==> config.mk <==
export PLATFORM = sky130hd
export DESIGN_NAME = forest_fire_spread_trial
export DESIGN_NICKNAME = d
export VERILOG_FILES = /design/src/rtl/ffst_pkg.sv /design/src/rtl/ffst_ctrl.sv /design/src/rtl/ffst_datapath.sv /design/src/rtl/forest_fire_spread_trial.sv
export SDC_FILE = /design/constraint.sdc
export NUM_CORES = 2
export LEC_CHECK = 0
export BUFFER_PORTS_ARGS = -buffer_cell sky130_fd_sc_hd__buf_2
export CORE_ASPECT_RATIO = 1.2
export CORE_MARGIN = 10
export CORE_UTILIZATION = 37
export DETAILED_ROUTE_END_ITERATION = 12
export PLACE_DENSITY = 0.59
export REMOVE_ABC_BUFFERS = 1
export SLEW_MARGIN = 40
export SYNTH_ARGS = -nofsm -noshare
export SYNTH_HDL_FRONTEND = slang
export SYNTH_SLANG_ARGS = --single-unit
export TNS_END_PERCENT = 30
==> constraint.sdc <==
create_clock -name clk -period 58.8 [get_ports clk]
set_input_delay 2.94 -clock clk [delete_from_list [all_inputs] [get_ports clk]]
set_output_delay 2.94 -clock clk [all_outputs]
set_load 0.005 [all_outputs]
==> src/rtl/ffst_pkg.sv <==
package ffst_pkg;

  localparam logic [1:0] UNBURNT    = 2'd0;
  localparam logic [1:0] SMOLDERING = 2'd1;
  localparam logic [1:0] BURNING    = 2'd2;
  localparam logic [1:0] BURNT      = 2'd3;

  localparam int TICK_W  = 12;
  localparam int BURNT_W = 11;
  localparam int FRAC_W  = 16;
  localparam int SEED_W  = 32;
  localparam int THR_W   = 17;
  localparam int POS_W   = 5;
  localparam int SIZE_W  = 6;

  // Neighbor visit order
  typedef enum logic [1:0] {
    DIR_N = 2'd0,
    DIR_S = 2'd1,
    DIR_W = 2'd2,
    DIR_E = 2'd3
  } dir_t;

  typedef enum logic [3:0] {
    ST_IDLE,
    ST_CLEAR,
    ST_LIGHT,
    ST_AGE_RD,
    ST_AGE_WR,
    ST_SCAN_RD,
    ST_SCAN_CHK,
    ST_NB_RD,
    ST_NB_WR,
    ST_COUNT,
    ST_DIV,
    ST_DONE
  } state_t;

  // Controller to datapath
  typedef struct packed {
    logic load;        // latch input beat, reset counters
    logic clr_start;   // position sweep at origin
    logic clr_step;    // write unburnt, advance sweep
    logic light;       // write smoldering at start cell
    logic rd_pos;      // read memory at sweep position
    logic age_wr;      // write aged cell, track activity, advance
    logic nb_rd;       // draw and read current neighbor
    logic nb_wr;       // apply spread, move to next neighbor
    logic nb_first;    // select first neighbor of current cell
    logic scan_next;   // advance sweep position
    logic tick_inc;    // count a tick
    logic cnt_step;    // count burnt at read data, advance
    logic div_start;
    logic div_step;
  } ffst_cmd_t;

  // Datapath to controller
  typedef struct packed {
    logic sweep_last;  // sweep position is last cell
    logic active;      // a cell remained active in the last aging pass
    logic is_burning;  // read data is burning
    logic nb_valid;    // a neighbor remains for the current cell
    logic div_done;
  } ffst_stat_t;

  // One xorshift step
  function automatic logic [31:0] xs_next(input logic [31:0] x);
    logic [31:0] y;
    y = x ^ (x << 13);
    y = y ^ (y >> 17);
    y = y ^ (y << 5);
    return y;
  endfunction

endpackage

==> src/rtl/ffst_ctrl.sv <==
module ffst_ctrl (
  input  logic                clk,
  input  logic                rst,
  input  logic                in_valid,
  output logic                in_stall,
  output logic                out_valid,
  input  logic                out_stall,
  input  ffst_pkg::ffst_stat_t stat,
  output ffst_pkg::ffst_cmd_t  cmd
);
  import ffst_pkg::*;

  state_t state, state_next;

  always_ff @(posedge clk) begin
    if (rst) state <= ST_IDLE;
    else     state <= state_next;
  end

  // Next state
  always_comb begin
    state_next = state;
    unique case (state)
      ST_IDLE:     if (in_valid) state_next = ST_CLEAR;
      ST_CLEAR:    if (stat.sweep_last) state_next = ST_LIGHT;
      ST_LIGHT:    state_next = ST_AGE_RD;
      ST_AGE_RD:   state_next = ST_AGE_WR;
      ST_AGE_WR:   if (stat.sweep_last) state_next = ST_SCAN_RD;
                   else state_next = ST_AGE_RD;
      ST_SCAN_RD:  if (!stat.active) state_next = ST_COUNT;
                   else state_next = ST_SCAN_CHK;
      ST_SCAN_CHK: begin
        if (stat.is_burning) state_next = ST_NB_RD;
        else if (stat.sweep_last) state_next = ST_AGE_RD;
        else state_next = ST_SCAN_CHK;
      end
      ST_NB_RD:    state_next = ST_NB_WR;
      ST_NB_WR: begin
        if (stat.nb_valid) state_next = ST_NB_RD;
        else if (stat.sweep_last) state_next = ST_AGE_RD;
        else state_next = ST_SCAN_CHK;
      end
      ST_COUNT:    if (stat.sweep_last) state_next = ST_DIV;
      ST_DIV:      if (stat.div_done) state_next = ST_DONE;
      ST_DONE:     if (!out_stall) state_next = ST_IDLE;
      default:     state_next = ST_IDLE;
    endcase
  end

  // Outputs
  always_comb begin
    cmd       = '0;
    in_stall  = 1'b1;
    out_valid = 1'b0;
    unique case (state)
      ST_IDLE: begin
        in_stall      = 1'b0;
        cmd.load      = in_valid;
        cmd.clr_start = in_valid;
      end
      ST_CLEAR: begin
        cmd.clr_step  = 1'b1;
      end
      ST_LIGHT: begin
        cmd.light     = 1'b1;
        cmd.clr_start = 1'b1;
      end
      ST_AGE_RD:  cmd.rd_pos = 1'b1;
      ST_AGE_WR: begin
        cmd.age_wr    = 1'b1;
        cmd.clr_start = stat.sweep_last;
      end
      ST_SCAN_RD: begin
        // memory read of cell 0 issued here; with no activity start count
        cmd.rd_pos    = 1'b1;
        cmd.tick_inc  = stat.active;
      end
      ST_SCAN_CHK: begin
        if (stat.is_burning) begin
          cmd.nb_first = 1'b1;
        end else if (stat.sweep_last) begin
          cmd.clr_start = 1'b1;
        end else begin
          cmd.scan_next = 1'b1;
          cmd.rd_pos    = 1'b1;
        end
      end
      ST_NB_RD:   cmd.nb_rd = 1'b1;
      ST_NB_WR: begin
        cmd.nb_wr = 1'b1;
        if (!stat.nb_valid) begin
          if (stat.sweep_last) begin
            cmd.clr_start = 1'b1;
          end else begin
            cmd.scan_next = 1'b1;
            cmd.rd_pos    = 1'b1;
          end
        end
      end
      ST_COUNT: begin
        cmd.cnt_step  = 1'b1;
        cmd.rd_pos    = 1'b1;
        cmd.div_start = stat.sweep_last;
      end
      ST_DIV:     cmd.div_step = 1'b1;
      ST_DONE:    out_valid = 1'b1;
      default: ;
    endcase
  end

endmodule

==> src/rtl/ffst_datapath.sv <==
module ffst_datapath #(
  parameter int MAX_GRID = 32
) (
  input  logic                        clk,
  input  logic                        rst,
  input  logic                        cfg_we,
  input  logic [ffst_pkg::SIZE_W-1:0] cfg_data,
  input  logic [ffst_pkg::SEED_W-1:0] trial_seed,
  input  logic [ffst_pkg::THR_W-1:0]  spread_threshold,
  input  logic [ffst_pkg::POS_W-1:0]  start_row,
  input  logic [ffst_pkg::POS_W-1:0]  start_col,
  input  ffst_pkg::ffst_cmd_t         cmd,
  output ffst_pkg::ffst_stat_t        stat,
  output logic [ffst_pkg::TICK_W-1:0] tick_count,
  output logic [ffst_pkg::BURNT_W-1:0] burnt_cells,
  output logic [ffst_pkg::FRAC_W-1:0] burnt_fraction
);
  import ffst_pkg::*;

  localparam int CW    = $clog2(MAX_GRID);
  localparam int AW    = 2 * CW;
  localparam int NW    = CW + 1;          // holds MAX_GRID
  localparam int BCW   = 2 * CW + 1;      // holds MAX_GRID^2
  localparam int DENW  = 2 * CW + 1;
  localparam int DIVQ  = FRAC_W + BCW;    // quotient bits computed
  localparam int DSW   = $clog2(DIVQ + 1);

  // Configuration register
  logic [SIZE_W-1:0] grid_size;
  always_ff @(posedge clk) begin
    if (rst)         grid_size <= SIZE_W'(20);
    else if (cfg_we) grid_size <= cfg_data;
  end

  logic [NW-1:0] n_eff;
  always_comb begin
    if (grid_size < SIZE_W'(2))
      n_eff = NW'(2);
    else if (32'(grid_size) > 32'(MAX_GRID))
      n_eff = NW'(MAX_GRID);
    else
      n_eff = NW'(grid_size);
  end

  // Per-trial latched values
  logic [NW-1:0]   n;
  logic [CW-1:0]   nm1;
  logic [THR_W-1:0] thr;
  logic [CW-1:0]   sr, sc;
  logic [31:0]     rnd;

  // Start position compare at full width so any grid size clamps right
  logic [31:0] sr_full, sc_full, n_last;
  assign sr_full = 32'(start_row);
  assign sc_full = 32'(start_col);
  assign n_last  = 32'(n_eff) - 32'd1;

  // Sweep position
  logic [CW-1:0] pr, pc;
  logic          pos_last;
  assign pos_last = (pr == nm1) && (pc == nm1);

  // Neighbor selection
  logic [1:0]    dir;
  logic [3:0]    nb_mask;
  logic [CW-1:0] nr, nc;
  logic          active, seen_active;

  // Grid memory, row stride of 2^CW
  logic [1:0] grid [1 << AW];
  logic [1:0] rd_data;
  logic       mem_we;
  logic [AW-1:0] wr_addr, rd_addr;
  logic [1:0] wr_val;

  // Counters and divider
  logic [TICK_W-1:0] ticks;
  logic [BCW-1:0]    burnt;
  logic [DIVQ-1:0]   quo;
  logic [DENW:0]     rem;
  logic [DENW-1:0]   den;
  logic [DIVQ-1:0]   dividend;
  logic [DSW-1:0]    div_cnt;
  logic              div_busy;

  logic [31:0] draw_state;
  assign draw_state = xs_next(rnd);

  // Neighbor presence and address for a direction
  function automatic logic [3:0] nb_present(input logic [CW-1:0] r, input logic [CW-1:0] c,
                                            input logic [CW-1:0] last);
    logic [3:0] m;
    m[DIR_N] = (r != '0);
    m[DIR_S] = (r != last);
    m[DIR_W] = (c != '0);
    m[DIR_E] = (c != last);
    return m;
  endfunction

  always_comb begin
    nr = pr;
    nc = pc;
    unique case (dir_t'(dir))
      DIR_N: nr = pr - CW'(1);
      DIR_S: nr = pr + CW'(1);
      DIR_W: nc = pc - CW'(1);
      DIR_E: nc = pc + CW'(1);
      default: ;
    endcase
  end

  // Next present direction above the current one
  logic [3:0] rest_mask;
  logic [1:0] next_dir;
  logic       has_next;
  always_comb begin
    rest_mask = nb_mask & ~((4'b0010 << dir) - 4'b0001);
    has_next  = (rest_mask != '0);
    next_dir  = 2'd0;
    for (int i = 3; i >= 0; i--)
      if (rest_mask[i]) next_dir = 2'(i);
  end

  // First present direction of the current cell
  logic [3:0] first_mask;
  logic [1:0] first_dir;
  always_comb begin
    first_mask = nb_present(pr, pc, nm1);
    first_dir  = 2'd0;
    for (int i = 3; i >= 0; i--)
      if (first_mask[i]) first_dir = 2'(i);
  end

  // Trial control registers
  always_ff @(posedge clk) begin
    if (cmd.load) begin
      n   <= n_eff;
      nm1 <= CW'(n_eff - NW'(1));
      thr <= spread_threshold;
      sr  <= (sr_full > n_last) ? CW'(n_last) : CW'(sr_full);
      sc  <= (sc_full > n_last) ? CW'(n_last) : CW'(sc_full);
    end
  end

  always_ff @(posedge clk) begin
    if (rst) begin
      rnd <= 32'd1;
    end else if (cmd.load) begin
      rnd <= (trial_seed == '0) ? 32'd1 : trial_seed;
    end else if (cmd.nb_rd) begin
      rnd <= draw_state;
    end
  end

  // Sweep position walk
  always_ff @(posedge clk) begin
    if (cmd.clr_start) begin
      pr <= '0;
      pc <= '0;
    end else if (cmd.clr_step || cmd.age_wr || cmd.scan_next || cmd.cnt_step) begin
      if (pc == nm1) begin
        pc <= '0;
        pr <= pr + CW'(1);
      end else begin
        pc <= pc + CW'(1);
      end
    end
  end

  always_ff @(posedge clk) begin
    if (cmd.nb_first) begin
      nb_mask <= first_mask;
      dir     <= first_dir;
    end else if (cmd.nb_wr) begin
      dir <= next_dir;
    end
  end

  // Spread decision registered with draw
  logic hit;
  always_ff @(posedge clk) begin
    if (cmd.nb_rd) hit <= ({1'b0, draw_state[31:16]} < thr);
  end

  // Activity tracking across an aging pass
  always_ff @(posedge clk) begin
    if (rst) begin
      seen_active <= 1'b0;
      active      <= 1'b0;
    end else if (cmd.light) begin
      seen_active <= 1'b0;
    end else if (cmd.age_wr) begin
      if (pos_last) begin
        active      <= seen_active || rd_data == SMOLDERING || rd_data == BURNING;
        seen_active <= 1'b0;
      end else if (rd_data == SMOLDERING || rd_data == BURNING) begin
        seen_active <= 1'b1;
      end
    end
  end

  // Memory port selection
  always_comb begin
    mem_we  = 1'b0;
    wr_addr = {pr, pc};
    wr_val  = UNBURNT;
    rd_addr = {pr, pc};
    if (cmd.clr_step) begin
      mem_we = 1'b1;
    end else if (cmd.light) begin
      mem_we  = 1'b1;
      wr_addr = {sr, sc};
      wr_val  = SMOLDERING;
    end else if (cmd.age_wr) begin
      mem_we = 1'b1;
      wr_val = (rd_data == BURNING) ? BURNT :
               (rd_data == SMOLDERING) ? BURNING : rd_data;
    end else if (cmd.nb_wr) begin
      mem_we  = hit && (rd_data == UNBURNT);
      wr_addr = {nr, nc};
      wr_val  = SMOLDERING;
    end
    if (cmd.nb_rd) rd_addr = {nr, nc};
    else if (cmd.scan_next || cmd.cnt_step || cmd.age_wr) begin
      // read ahead at the following cell
      if (pc == nm1) rd_addr = {pr + CW'(1), CW'(0)};
      else           rd_addr = {pr, pc + CW'(1)};
    end
  end

  always_ff @(posedge clk) begin
    if (mem_we) grid[wr_addr] <= wr_val;
  end

  always_ff @(posedge clk) begin
    rd_data <= grid[rd_addr];
  end

  // Tick and burnt counters
  always_ff @(posedge clk) begin
    if (rst) begin
      ticks <= '0;
    end else if (cmd.load) begin
      ticks <= '0;
    end else if (cmd.tick_inc && ticks != '1) begin
      ticks <= ticks + TICK_W'(1);
    end
  end

  always_ff @(posedge clk) begin
    if (cmd.load) burnt <= '0;
    else if (cmd.cnt_step && rd_data == BURNT) burnt <= burnt + BCW'(1);
  end

  // Restoring divider, one quotient bit per cycle
  always_ff @(posedge clk) begin
    if (rst) begin
      div_busy <= 1'b0;
      div_cnt  <= '0;
    end else if (cmd.div_start) begin
      div_busy <= 1'b1;
      div_cnt  <= DSW'(DIVQ);
      rem      <= '0;
      den      <= DENW'(32'(n) * 32'(n) - 32'd1);
      dividend <= (burnt == '0 && rd_data != BURNT) ? '0 :
                  (DIVQ'((rd_data == BURNT) ? burnt : burnt - BCW'(1)) << FRAC_W);
    end else if (cmd.div_step && div_busy) begin
      if (div_cnt == DSW'(1)) div_busy <= 1'b0;
      div_cnt  <= div_cnt - DSW'(1);
      dividend <= {dividend[DIVQ-2:0], 1'b0};
      if ({rem[DENW-1:0], dividend[DIVQ-1]} >= {1'b0, den}) begin
        rem <= {rem[DENW-1:0], dividend[DIVQ-1]} - {1'b0, den};
        quo <= {quo[DIVQ-2:0], 1'b1};
      end else begin
        rem <= {rem[DENW-1:0], dividend[DIVQ-1]};
        quo <= {quo[DIVQ-2:0], 1'b0};
      end
    end
  end

  // Last count includes the final read, folded in at div_start
  logic [BCW-1:0] burnt_final;
  always_ff @(posedge clk) begin
    if (cmd.div_start) burnt_final <= burnt + BCW'(rd_data == BURNT);
  end

  assign tick_count     = ticks;
  assign burnt_cells    = (32'(burnt_final) > 2047) ? BURNT_W'(2047) : BURNT_W'(burnt_final);
  assign burnt_fraction = (quo > DIVQ'(65535)) ? FRAC_W'(65535) : quo[FRAC_W-1:0];

  assign stat.sweep_last = pos_last;
  assign stat.active     = active;
  assign stat.is_burning = (rd_data == BURNING);
  assign stat.nb_valid   = has_next;
  assign stat.div_done   = div_busy && div_cnt == DSW'(1);

endmodule

==> src/rtl/forest_fire_spread_trial.sv <==
// Forest fire spread trial. Each accepted input beat runs one full Monte Carlo
// fire on an N x N grid (N from grid_size, held to 2..MAX_GRID) and returns one
// result beat. A trial clears the grid, then per tick runs an aging pass, a scan
// and a neighbor draw for every neighbor of each burning cell, then one more
// aging pass that finds the fire out, a count pass and the fraction divider; the
// grid memory, with one read port and one write port, sets the pace. One trial
// is in flight at a time; the user must write grid_size only while idle, as the
// block itself does not enforce it.
module forest_fire_spread_trial #(
  parameter int MAX_GRID = 32
) (
  input  logic        clk,
  input  logic        rst,
  input  logic        cfg_we,
  input  logic [5:0]  cfg_data,
  input  logic        in_valid,
  output logic        in_stall,
  input  logic [31:0] trial_seed,
  input  logic [16:0] spread_threshold,
  input  logic [4:0]  start_row,
  input  logic [4:0]  start_col,
  output logic        out_valid,
  input  logic        out_stall,
  output logic [11:0] tick_count,
  output logic [10:0] burnt_cells,
  output logic [15:0] burnt_fraction
);
  import ffst_pkg::*;

  ffst_cmd_t  cmd;
  ffst_stat_t stat;

  ffst_ctrl u_ctrl (
    .clk       (clk),
    .rst       (rst),
    .in_valid  (in_valid),
    .in_stall  (in_stall),
    .out_valid (out_valid),
    .out_stall (out_stall),
    .stat      (stat),
    .cmd       (cmd)
  );

  ffst_datapath #(.MAX_GRID(MAX_GRID)) u_dp (
    .clk              (clk),
    .rst              (rst),
    .cfg_we           (cfg_we),
    .cfg_data         (cfg_data),
    .trial_seed       (trial_seed),
    .spread_threshold (spread_threshold),
    .start_row        (start_row),
    .start_col        (start_col),
    .cmd              (cmd),
    .stat             (stat),
    .tick_count       (tick_count),
    .burnt_cells      (burnt_cells),
    .burnt_fraction   (burnt_fraction)
  );

endmodule

=== Word-level counts from Yosys, hierarchy flattened ===
Memories as Yosys holds them, arrays and structs flattened. A register that Yosys moved wholly into a read port is not among the register bits.
Index checks and enable logic that the tools add are counted.

* Memory bits (writable): 2,048
* Register bits after elaboration: 215
* Logic and storage cells: 211
* Memories kept: 1
* Output and inout port bits: 41

* Multipliers: 1
* Reduce and logical (&&, ||, !) cells: 39
* Equality and inequality tests: 29
* Add/sub/neg operators: 14
* Multiplexer cells: 86
* Bitwise logic cells: 8
* Order comparisons: 7
* Shift-type cells: 1

{| class="wikitable"
|+ Memories
! name !! depth !! bits a word !! read ports !! clocked after Yosys merged registers in !! wr ports !! RTL line !! text
|-
| u_dp.grid || 1,024 || 2 || 1 || 1 || 1 || ffst_datapath.sv:70 || <nowiki>logic [1:0] grid [1 << AW];</nowiki>
|}

{| class="wikitable"
|+ Operators with widths
! cell !! count
|-
| 32-bit 2-to-1 mux || 3
|-
| 27-bit 2-to-1 mux || 3
|-
| 10-bit 2-to-1 mux || 7
|-
| 5-bit by 32-bit greater-than comparator with 1-bit output || 2
|-
| 32-bit XOR || 2
|-
| 4-bit one-hot mux with 12 select lines || 1
|-
| 11-bit 2-to-1 mux || 3
|-
| 32-bit zero test || 1
|-
| 2-bit 2-to-1 mux || 16
|-
| 4-bit 2-to-1 mux || 8
|-
| 32-bit by 15-bit XOR with 32-bit output || 1
|-
| 1-bit 2-to-1 mux || 31
|-
| 27-bit by 16-bit greater-than comparator with 1-bit output, second input constant || 1
|-
| 5-bit 2-to-1 mux || 5
|-
| 11-bit by 1-bit subtractor with 11-bit output, second input constant || 2
|-
| 5-bit one-hot mux with 2 select lines || 2
|-
| 5-bit by 1-bit subtractor with 5-bit output, second input constant || 4
|-
| 16-bit by 17-bit less-than comparator with 1-bit output || 1
|-
| 4-bit by 3-bit == test with 1-bit output, second input constant || 4
|-
| 4-bit == test, second input constant || 4
|-
| 16-bit 2-to-1 mux || 1
|-
| 12-bit by 1-bit adder with 12-bit output, second input constant || 1
|-
| 12-bit by 11-bit greater-or-equal comparator with 1-bit output || 1
|-
| 6-bit 2-to-1 mux || 2
|-
| 38 further kinds || 79
|}

=== Depth between registers and ports, before layout ===
* Word-level depth: 11
* Mapped depth: 26
* Mapped depth without buffers: 16

=== Cells and area by module ===
From an unflattened synthesis, not the netlist that was laid out.

* Cell total of the unflattened synthesis: 8,939
* Area total of the unflattened synthesis: 104,632.9 µm²

{| class="wikitable"
|+ Modules (own cells, without submodules)
! module !! instances !! cells an instance !! area an instance (µm²) !! seq. area each (µm²)
|-
| ffst_datapath || 1 || 8,850 || 104,011.0 || 66,543.8
|-
| ffst_ctrl || 1 || 89 || 621.8 || 80.1
|}

=== Worst setup path before layout ===
OpenSTA, ideal clock, no wires.

* Path kind: register to register
* Start: register u_ctrl.state[1]
* End: memory u_dp.grid[0][0], data pin
* Required time: 53.837 ns
* Stages on the path, launching flop included: 8
* Setup slack: 29.174 ns
* Arrival time: 24.663 ns
* Clock period less this slack: 29.626 ns
* Buffers on the path: 2
* Setup time: 4.963 ns
* Path through: dfxtp_1 -> buf_2 -> buf_1 -> nor2_1 -> o21ai_0 -> a21oi_1 -> nor2_1 -> nor2_1

* Word-level cells in the longest chain between the ends: 6
* Elaborated cells between the ends (all ways): 12
* Classes of those cells: 4 x eq/ne; 8 x mux

{| class="wikitable"
|+ RTL lines
! item !! RTL line !! text
|-
| start, declared || ffst_ctrl.sv:13 || <nowiki>state_t state, state_next;</nowiki>
|-
| start signal, assigned || ffst_ctrl.sv:17 || <nowiki>else state <= state_next;</nowiki>
|-
| 4-bit == test || ffst_ctrl.sv:55 || <nowiki>unique case (state)</nowiki>
|-
| 1-bit 2-to-1 mux || ffst_ctrl.sv:55 ||
|-
| 1-bit 2-to-1 mux || ffst_datapath.sv:218 || <nowiki>end else if (cmd.nb_wr) begin</nowiki>
|-
| 2-bit 2-to-1 mux || ffst_datapath.sv:214 || <nowiki>end else if (cmd.age_wr) begin</nowiki>
|-
| 2-bit 2-to-1 mux || ffst_datapath.sv:210 || <nowiki>end else if (cmd.light) begin</nowiki>
|-
| 2-bit 2-to-1 mux * || ffst_datapath.sv:208 || <nowiki>if (cmd.clr_step) begin</nowiki>
|-
| net u_dp.wr_val[0] || ffst_datapath.sv:74 || <nowiki>logic [1:0] wr_val;</nowiki>
|-
| end, declared || ffst_datapath.sv:70 ||
|}

The timed path passes the listed nets; every way through them passes the cells marked *.

=== Worst setup path in the final report ===
* Start: register u_ctrl.state[3]
* End: register u_dp.rd_data[1], read port of u_dp.grid

* Word-level cells in the longest chain between the ends: 6
* Elaborated cells between the ends (all ways): 13
* Classes of those cells: 5 x eq/ne; 6 x mux; 2 x reduce/logical

{| class="wikitable"
|+ RTL lines
! item !! RTL line !! text
|-
| 4-bit == test or 4-bit by 3-bit == test with 1-bit output (tied branches) || ffst_ctrl.sv:55 ||
|-
| 1-bit one-hot mux with 2 select lines or 2-bit 2-to-1 mux (tied branches) || ffst_ctrl.sv:55 ||
|-
| 1-bit logical OR (2 in series) || ffst_datapath.sv:224 || <nowiki>else if (cmd.scan_next || cmd.cnt_step || cmd.age_wr) begin</nowiki>
|-
| 10-bit 2-to-1 mux || ffst_datapath.sv:224 ||
|-
| 10-bit 2-to-1 mux * || ffst_datapath.sv:223 || <nowiki>if (cmd.nb_rd) rd_addr = {nr, nc};</nowiki>
|-
| end, declared || ffst_datapath.sv:71 || <nowiki>logic [1:0] rd_data;</nowiki>
|}

Mark *: on every way between the ends. The rest lies on a longest branch, timed or not.
A chain may end at the register's enable or synchronous reset.

==> impl_metrics.ini <==
[global_route]
grt_pass1_wl_um = 475000
track_usage = 0.221
grt_antenna_before_repair = 14
grt_max_degree = 160
grt_pass1_vias = 67800
overflow = 0

[sta]
fin_skew_ns = 0.0467
setup_viol = 0
fmax_mhz = 123
worst_slew_pin_slew_ns = 0.952
slew_headroom = 0.364
hold_viol = 0
final_min_period_over_clock_period = 0.138
drv_slew = 0
rsz0062_at_grt = no
fin_setup_tns_ns = 0
period_needed_ns = 8.13

[yosys]
syn_area_per_cell_sq_um = 11.7
synth_edf_count = 2162
ys_seq_area_frac = 0.679
async_flop_share = 0
syn_inst = 8417
synth_cell_types = 90
yosys-top-cells-area = edfxtp_1 (66%), nand2_1 (6.3%), nor2_1 (4.9%), nand3_1 (2.9%), mux2i_1 (2.2%)
synth_area_leader_cell = edfxtp_1
syn_area_sq_mm = 0.0981
synth_ff_type = edfxtp_1
ys_seq_elements = 2247
synth_top_area_share = 0.662
yosys_warnings = 0

[run_status]
outcome = finished clean

[worst_setup_path]
worst_setup_path_start_kind = register
critical_path_arrival_ns = 8.93
startpoint = u_ctrl.state[3]
reg2reg_slack_ns = 50.67
worstSetupEndpointType = register
crit_required_ns = 59.60
worstSetupPathType = reg -> reg
r2r-start = u_ctrl.state[3]
path_max_fanout = 119

[finish]
multi_input_area_sq_mm = 0.0287
area_delta_synth_final_pct = 11.7
nFillCells = 24800
nets = 8452
drive_gt1_frac = 0.0890
ff_latch_area_sq_mm = 0.0666

[power]
switching_share = 0.323
p_comb_frac = 0.244
seq_power_share = 0.432
total_power_w = 0.00433
leakage_nw = 36.2
power.switching_w = 0.00140
peakVddDrop_v = 0.0000283
clkPwrFrac = 0.323
power-per-cell-area_mw_per_mm2 = 39.5
p_int_w = 0.00293

[hold_path]
min_from = u_dp.quo[18]
hp-class = reg -> reg

[cts]
ctsHoldBuffers = 0
post_cts_buffers = 0
cts_root_buffer = clkbuf_16
clkSinkCount = 2247
cts_tree = done
cts.repair.resized = 0
clock_path_buffers = 4
clkTransAtPathRegs_ns = 0.06
clk-insertion-delay-late_ns = 0.89
cts_buffers = 220
htreeDepth = 4

[die]
die_x_um = 490
die_area_sq_mm = 0.286
rows = 207
ios = 111
initial_core_util = 0.371
dieHeight_um = 584
coreArea_sq_mm = 0.264

[placement]
io_buffers = 110
gp_congestion = 0.878
dp_hpwl_um = 190000

[drt]
routed_wl_um = 334000
ant_nets = 0
remaining_drc_errors = 0
routedWlPerCell_um = 27.7
firstDrtPassIters = 8
vias = 70400
avgViaCountPerCell = 5.86
drtIter0Drc = 9725

[job]
cap_violations = 0
## routing by layer
metal  GRT usage  vias to the layer above  part of all wire
met5           0                        -           0.00025
met4       0.119                       12             0.062
met3      0.0404                      901             0.099
met2       0.363                     3992              0.47
met1       0.279                    35300              0.37
li1            -                    30200                 -
## state kept, by name (all words and copies together), names as in the netlist, 10 cells and up
signal,cells
u_dp.burnt,11
u_dp.burnt_cells,11
u_dp.den,10
u_dp.dividend,11
u_dp.grid,2048
u_dp.quo,27
u_dp.rem,11
u_dp.rnd,32
u_dp.thr,17
u_dp.tick_count,12
## path summary, 6_finish.rpt
check | to | cells after the start
setup / recovery | u_dp.rd_data[1] | 19
hold / removal | u_dp.quo[19] | 0
setup reg to reg | u_dp.rd_data[1] | 19
hold reg to reg | u_dp.quo[19] | 0
## layout by cell type (no fill, tap or decap), drive strengths merged, types with 65 or more instances in the layout
master and instances:
edfxtp 2162, xnor2 82, a22oi 70, a31oi 112, clkinv 87, nand2 1642, ha 75, a21oi 310
clkbuf 273, buf 304, a311oi 84, mux2i 214, nand3 576, o21ai 124, nand4 65, a221oi 75
nor2 1294, inv 122, dfxtp 85
## Yosys cell counts, drive strengths merged, types with 49 or more instances
| cell type | n |
|---|---|
| a31oi | 112 |
| nor3 | 49 |
| nand2 | 1642 |
| a32oi | 61 |
| nand4 | 65 |
| a22oi | 70 |
| o21ai | 124 |
| xor2 | 54 |
| a311oi | 84 |
| edfxtp | 2162 |
| and3 | 56 |
| clkbuf | 297 |
| nand3 | 576 |
| dfxtp | 85 |
| nor4 | 53 |
| buf | 352 |
| xnor2 | 82 |
| nor2 | 1294 |
| a21oi | 310 |
| a221oi | 75 |
| ha | 75 |
| inv | 116 |
| mux2i | 214 |
## layout make-up
class / count / area share
diodes: 5 / 0.000114
clock buffers: 273 / 0.0528
flip-flops and latches: 2247 / 0.608
repair buffers: 304 / 0.0225
inverters: 117 / 0.00401
multi-input cells: 5404 / 0.262
well taps: 3553 / 0.0406
clock inverters: 120 / 0.0102
## cell families after synthesis
logic type               after synthesis  share of synthesized area
XOR/XNOR                             137                     0.0124
buffers and inverters                766                     0.0329
flip-flops                          2247                      0.679
other                                  1                  0.0000382
adder cells (fa/ha/maj)               88                     0.0122
AND/OR/NAND/NOR                     3862                      0.164
AO/OA/AOI/OAI                       1092                     0.0757
multiplexers                         224                     0.0232
## stage by stage
stage | hold WS [ns] | area (sq um) | setup slack, ns | instances | utilization
2_1_floorplan | 0.418 | 95300 | 29.16 | 7768 | -
3_3_place_gp | 0.433 | 102000 | 50.63 | 11600 | 0.386
3_5_place_dp | 0.430 | 103000 | 50.59 | 11600 | 0.388
4_1_cts | 0.449 | 109000 | 50.53 | 12000 | 0.414
5_1_grt | 0.463 | 110000 | 50.44 | 12000 | 0.414
6_report | 0.449 | 110000 | 50.67 | 12000 | 0.414
## critical path, cell delays in order, from the launching register on
cell and delay (ns):
dfxtp_1 0.66, nand4b_1 0.18, buf_4 0.51, inv_2 0.34, and2_1 0.46, a21oi_1 0.20
a31oi_1 0.10, a211oi_4 0.31, buf_12 0.61, buf_4 0.61, buf_4 0.73, buf_4 0.54
mux2i_1 0.14, a221oi_1 0.30, a31oi_1 0.07, nor4_1 0.49, o21ai_0 0.16, a22oi_1 0.69
o311ai_2 0.46, nand4_1 0.21
## power by group through the flow
stage	Combinational (W)	Clock, W	Sequential (W)
floorplan	0.000845	0	0.00201
global placement	0.00102	0	0.00190
detailed placement	0.00104	0	0.00190
CTS	0.00104	0.00141	0.00187
global route	0.00113	0.00147	0.00187
finish	0.00106	0.00140	0.00187
Note: power is estimated with default switching activity, not from simulation.
